File: src/rtl/assert_macros.svh
// assertion macros used by the swap slot table controller
`ifndef ASSERT_MACROS_SVH
`define ASSERT_MACROS_SVH

// property that must hold at every clock edge outside reset
`define ASSERT_CLK(lbl, clk, rst_n, prop, msg) \
    lbl: assert property (@(posedge clk) disable iff (!rst_n) (prop)) else $error(msg);

// implication checked in the cycle after the trigger
`define ASSERT_NEXT(lbl, clk, rst_n, trig, prop, msg) \
    lbl: assert property (@(posedge clk) disable iff (!rst_n) (trig) |=> (prop)) \
        else $error(msg);

`endif

File: src/rtl/sst_pkg.sv
// constants and types of the swap slot table
package sst_pkg;

    localparam int TABLE_ENTRIES    = 1024;
    localparam int PAGE_NUMBER_BITS = 36;
    localparam int PAGE_BYTES       = 4096;

    localparam int PAGE_PORT_W = 36;
    localparam int STATUS_W    = 3;
    localparam int SLOT_W      = 10;
    localparam int OFFSET_W    = 22;

    localparam int IDX_W     = $clog2(TABLE_ENTRIES);
    localparam int CNT_W     = $clog2(TABLE_ENTRIES + 1);
    localparam int OFF_SHIFT = $clog2(PAGE_BYTES);

    typedef logic [STATUS_W-1:0]         t_status;
    typedef logic [IDX_W-1:0]            t_idx;
    typedef logic [CNT_W-1:0]            t_cnt;
    typedef logic [PAGE_NUMBER_BITS-1:0] t_page;

    localparam t_status ST_SKIPPED   = 3'd0;
    localparam t_status ST_STORED    = 3'd1;
    localparam t_status ST_FULL      = 3'd2;
    localparam t_status ST_FOUND     = 3'd3;
    localparam t_status ST_NOT_FOUND = 3'd4;

    localparam logic FUNC_EVICT  = 1'b0;
    localparam logic FUNC_LOOKUP = 1'b1;

    typedef struct packed {
        logic  rd_en;
        t_idx  rd_addr;
        logic  wr_en;
        t_idx  wr_addr;
        t_page wr_data;
    } t_mem_req;

    typedef struct packed {
        logic    valid;
        t_status status;
        t_idx    idx;
    } t_result;

endpackage

File: src/rtl/sst_ctrl.sv
// scan sequencer: fill count, entry scan, page compare and slot allocation
`include "assert_macros.svh"

module sst_ctrl (
    input  logic               i_clk,
    input  logic               i_rst_n,
    input  logic               i_start,
    input  logic               i_func,
    input  sst_pkg::t_page     i_page,
    input  logic               i_writable,
    output logic               o_busy,
    output sst_pkg::t_mem_req  o_mem,
    input  sst_pkg::t_page     i_rd_data,
    output sst_pkg::t_result   o_result
);

    localparam logic S_IDLE = 1'b0;
    localparam logic S_SCAN = 1'b1;

    localparam sst_pkg::t_cnt FULL_CNT = sst_pkg::CNT_W'(sst_pkg::TABLE_ENTRIES);

    logic           r_state, n_state;
    sst_pkg::t_idx  r_idx,   n_idx;
    sst_pkg::t_cnt  r_fill,  n_fill;
    sst_pkg::t_page r_page,  n_page;
    logic           r_func,  n_func;

    logic           last_entry;

    assign last_entry = ((sst_pkg::CNT_W'(r_idx) + sst_pkg::CNT_W'(1)) == r_fill);

    always_comb begin
        n_state  = r_state;
        n_idx    = r_idx;
        n_fill   = r_fill;
        n_page   = r_page;
        n_func   = r_func;
        o_mem    = '0;
        o_result = '0;
        unique case (r_state)
            S_IDLE: begin
                if (i_start) begin
                    n_page = i_page;
                    n_func = i_func;
                    if (i_func == sst_pkg::FUNC_EVICT && !i_writable) begin
                        o_result.valid  = 1'b1;
                        o_result.status = sst_pkg::ST_SKIPPED;
                    end else if (r_fill == '0) begin
                        o_result.valid = 1'b1;
                        if (i_func == sst_pkg::FUNC_LOOKUP) begin
                            o_result.status = sst_pkg::ST_NOT_FOUND;
                        end else begin
                            o_mem.wr_en     = 1'b1;
                            o_mem.wr_addr   = '0;
                            o_mem.wr_data   = i_page;
                            n_fill          = sst_pkg::CNT_W'(1);
                            o_result.status = sst_pkg::ST_STORED;
                        end
                    end else begin
                        o_mem.rd_en   = 1'b1;
                        o_mem.rd_addr = '0;
                        n_idx         = '0;
                        n_state       = S_SCAN;
                    end
                end
            end
            S_SCAN: begin
                if (i_rd_data == r_page) begin
                    n_state        = S_IDLE;
                    o_result.valid = 1'b1;
                    o_result.idx   = r_idx;
                    o_result.status = (r_func == sst_pkg::FUNC_LOOKUP) ?
                                      sst_pkg::ST_FOUND : sst_pkg::ST_STORED;
                end else if (last_entry) begin
                    n_state        = S_IDLE;
                    o_result.valid = 1'b1;
                    if (r_func == sst_pkg::FUNC_LOOKUP) begin
                        o_result.status = sst_pkg::ST_NOT_FOUND;
                    end else if (r_fill == FULL_CNT) begin
                        o_result.status = sst_pkg::ST_FULL;
                    end else begin
                        o_mem.wr_en     = 1'b1;
                        o_mem.wr_addr   = r_fill[sst_pkg::IDX_W-1:0];
                        o_mem.wr_data   = r_page;
                        n_fill          = r_fill + sst_pkg::CNT_W'(1);
                        o_result.status = sst_pkg::ST_STORED;
                        o_result.idx    = r_fill[sst_pkg::IDX_W-1:0];
                    end
                end else begin
                    o_mem.rd_en   = 1'b1;
                    o_mem.rd_addr = r_idx + sst_pkg::IDX_W'(1);
                    n_idx         = r_idx + sst_pkg::IDX_W'(1);
                end
            end
            default: begin
                n_state = S_IDLE;
            end
        endcase
    end

    always_ff @(posedge i_clk) begin
        if (!i_rst_n) begin
            r_state <= S_IDLE;
            r_fill  <= '0;
        end else begin
            r_state <= n_state;
            r_fill  <= n_fill;
        end
    end

    always_ff @(posedge i_clk) begin
        r_idx  <= n_idx;
        r_page <= n_page;
        r_func <= n_func;
    end

    assign o_busy = (r_state != S_IDLE);

    // entries fill from slot zero upward and never exceed the table
    `ASSERT_CLK(a_fill_bound, i_clk, i_rst_n, r_fill <= FULL_CNT, "fill count past table size")
    // scan stays inside the filled prefix
    `ASSERT_CLK(a_scan_in_fill, i_clk, i_rst_n,
                (r_state != S_SCAN) || (sst_pkg::CNT_W'(r_idx) < r_fill), "scan past fill count")
    // read and write of the page store never share a cycle
    `ASSERT_CLK(a_no_rw_overlap, i_clk, i_rst_n, !(o_mem.wr_en && o_mem.rd_en),
                "page store read and write overlap")
    // every allocation grows the fill count by one
    `ASSERT_NEXT(a_fill_step, i_clk, i_rst_n, o_mem.wr_en,
                 r_fill == $past(r_fill) + sst_pkg::CNT_W'(1), "fill count not advanced")

endmodule

File: config.mk
export PLATFORM = sky130hd
export DESIGN_NAME = sst_ctrl
export DESIGN_NICKNAME = d
export VERILOG_FILES = /design/src/rtl/sst_pkg.sv /design/src/rtl/sst_ctrl.sv
export VERILOG_INCLUDE_DIRS = /design/src /design/src/rtl
export SDC_FILE = /design/constraint.sdc
export NUM_CORES = 1
export LEC_CHECK = 0
export BUFFER_PORTS_ARGS = -buffer_cell sky130_fd_sc_hd__buf_2
export CAP_MARGIN = 20
export CORE_MARGIN = 8
export CORE_UTILIZATION = 45
export DETAILED_ROUTE_END_ITERATION = 10
export PLACE_DENSITY = 0.77
export SLEW_MARGIN = 20
export SYNTH_ARGS = -nofsm -noshare
export SYNTH_HDL_FRONTEND = slang
export SYNTH_SLANG_ARGS = --single-unit
File: constraint.sdc
create_clock -name i_clk -period 2.95 [get_ports i_clk]
set_input_delay 0.1475 -clock i_clk [delete_from_list [all_inputs] [get_ports i_clk]]
set_output_delay 0.1475 -clock i_clk [all_outputs]
set_load 0.03 [all_outputs]
==> metrics <==
ANT cells=0; Non-Filler Instances=723; worst hold path class=input port to flop; area grow syn2layout=57.00%; CTS H-tree lvls=3; Yosys Warn Count=0; max-slew violations=0; Avg Vias per Cell=5.793; Crit Path Category=flop to primary output; Fill cells=589; Final Hold Fails=0; Layout Skew=0.008001 ns; pin count of the biggest net entering global routing=40; hold depth=1; core footprint=8551 um^2; crit share post-route=1.060; wire per inst=22.05 um; grt ovf=0; synth unique cells=63; mean area per synthesized cell=10.03 um^2; Max-Slew Margin vs Limit=0.6454; largest cells by area after synthesis=edfxtp_1 36%, xor2_1 9.5%, a22o_1 8.1%, dfxtp_1 6.2%, nor2_1 3.5%; r2r setup slk=0.08 ns; Crit Path Max Fanout=4; first-pass GRT wire length=23.23 mm; die width=roughly 110 um; register area share after synthesis=0.4255; Reg-to-Reg End=r_fill[7]$_SDFFE_PN0P_; syn nets=between 400 and 500; RSZ-0062 raised after global routing=true; row count=34; fraction of layout cells with a size suffix above 1=0.4309; FMAX=0.3197 GHz; placed cell count=644; Final GP Congestion=0.9082; failing checks=setup timing; final setup fails=54; r2r startpoint=r_idx[0]$_SDFFCE_PN0P_; hpwl dp=9.940 mm; end of the worst hold path=r_func$_DFFE_PP_; die height=between 100 and 150 um; cell count after synthesis=387; Worst-Skew Late Latency=~0.35 ns; routed vias=4188; crit path launch type=flop; Hold Crit Start=i_func; number of nets still failing antenna checks after routing=0; status=finished with violations; share of the synthesized area in the top cell type=0.3636; #FFs+latches synth=59; Min Clock Period, post-route=3.128 ns; Arr. time, crit path=2.98 ns; GRT Total Usage=0.2534; Detailed Routing Iterations Pass 1=5; initial antenna violation count=0; CTS sink cnt=59; clk root buf=clkbuf_8; DRC viols=0; vias in the first global route=between 4000 and 5000; CTS tree=built; Fin Setup TNS=-4.894 ns; Placed Area=4837 um^2; Max Cap Violations=0; First DRT Iteration DRCs=around 320; Commonest cells post-synth=47 x edfxtp_1, 42 x xor2_1, 36 x a22o_1, 36 x nor2_1, 21 x nand2_1; power per cell area=331.0 nW/um^2; CP required=2.80 ns; most area-hungry cell type in the Yosys netlist=edfxtp_1; Port Buffer Count=149; mapped cell area=roughly 3900 um^2; Fin Hold WS=0.03609 ns; CTS Buf Count=9; Longest Clk Path Bufs=2; most frequent cell after synthesis=edfxtp_1; ys async rst share=0; Ports=150; clock-pin slew on the worst setup and hold paths=about 0.070 ns; drt total wl=15.94 mm; Leak=2.711 nW; design area=roughly 6000 um^2; Synth Flop Type=edfxtp_1; Worst Tran Pin Value=between 0.5 and 0.6 ns; Crit. End Element=primary output; # nets final=691; Starting Density=0.4539; number of synthesized flops with an enable pin=47; Die Area=11850 um^2; final setup margin=-0.1775 ns; r2r worst-path depth=9; Peak supply drop=0.2350 mV
==> power breakdown <==
part           total [mW]  internal (mW)  switching (mW)
Clock               0.642          0.292           0.350
Combinational       0.397          0.182           0.215
Sequential          0.978          0.943          0.0348
==> routing by layer <==
| layer | GRT usage | part of all wire | vias up |
|---|---|---|---|
| met5 | 0 | 0 | - |
| met3 | 0.08629 | 0.12 | 31 |
| li1 | - | - | 1884 |
| met1 | 0.2844 | 0.36 | 1972 |
| met4 | 0.1251 | 0.029 | 0 |
| met2 | 0.4216 | 0.50 | 301 |
==> state kept, by name, indices dropped and copies added (netlist names) <==
| name | count |
|---|---|
| o_busy | 1 |
| r_func | 1 |
| r_idx | 10 |
| r_fill | 11 |
| r_page | 36 |
==> worst max path at each step <==
stage	from	slack [ns]	end	cells past startpoint
floorplan	r_idx[1]$_SDFFCE_PN0P_	-0.22	o_result[11]	9
CTS	r_page[12]$_DFFE_PP_	-0.05	o_result[4]	12
detailed placement	r_idx[6]$_SDFFCE_PN0P_	0.07	o_result[11]	8
global placement	r_idx[6]$_SDFFCE_PN0P_	0.14	o_result[1]	8
global route	r_page[33]$_DFFE_PP_	-0.25	o_result[4]	11
finish	r_page[33]$_DFFE_PP_	-0.18	o_result[3]	11
==> cells in the final DEF, fill, tap and decap left out, types with 7 or more instances in the layout <==
cell type,netlist,layout
nand2_1,21,21
inv_1,12,12
clkbuf_4,0,14
nor3_1,7,7
clkbuf_8,0,9
a22o_1,36,35
dfxtp_1,12,12
a21o_1,7,7
dlygate4sd3_1,0,36
edfxtp_1,47,47
nand3_1,16,14
nor4_2,2,8
xnor2_1,11,11
buf_6,3,43
xor2_1,42,41
nor2_1,36,32
buf_2,3,93
nor4_1,14,7
a21oi_1,10,10
buf_4,5,51
==> worst max-delay path, stage by stage, from the launching register on <==
cell and delay (ns):
edfxtp_1 0.45, xor2_1 0.19, nor4_1 0.47, nand4_1 0.26
o311ai_2 0.28, buf_4 0.18, nor4_4 0.05, buf_4 0.17
buf_6 0.13, and2_4 0.15, a21o_1 0.16, buf_6 0.14
==> logic make-up (layout without fill, tap and decap cells) <==
logic type,Yosys count,in the layout,synth area share
compound gates,89,89,0.1818
xor+xnor,55,55,0.1312
fa+ha+maj,3,3,0.009672
buf+inv,39,267,0.04932
flops,59,59,0.4255
mux,2,2,0.005480
simple gates,140,140,0.1970
==> cell type report <==
cell class,count,area [um^2],share of cell area
multi-input combinational,289,2251,0.3694
inverter,12,45.04,0.007392
tap,108,135.1,0.02218
clock inverter,6,33.78,0.005544
timing repair buffer,240,1853,0.3041
sequential,59,1652,0.2710
clock buffer,9,123.9,0.02033
==> stage by stage <==
stage / power [mW] / util / setup WS [ns]
global route: 2.080 / 0.7126 / -0.2540
global placement: 1.276 / 0.5657 / 0.1448
finish: 2.017 / 0.7126 / -0.1775
CTS: 1.981 / 0.6768 / -0.04667
detailed placement: 1.285 / 0.5657 / 0.07189
floorplan: 1.154 / - / -0.2240
==> what timing repair did <==
| item | CTS | global route |
|---|---|---|
| hold endpoints to repair | 36 | 0 |
| gates cloned | 1 | 1 |
| endpoints found under the setup margin | 68 | 73 |
| buffers inserted | 19 | 8 |
| resized for setup | 86 | 69 |
| hold buffers | 36 | 0 |
| pin swaps | 15 | 13 |
(Power assumes the default switching activity.)
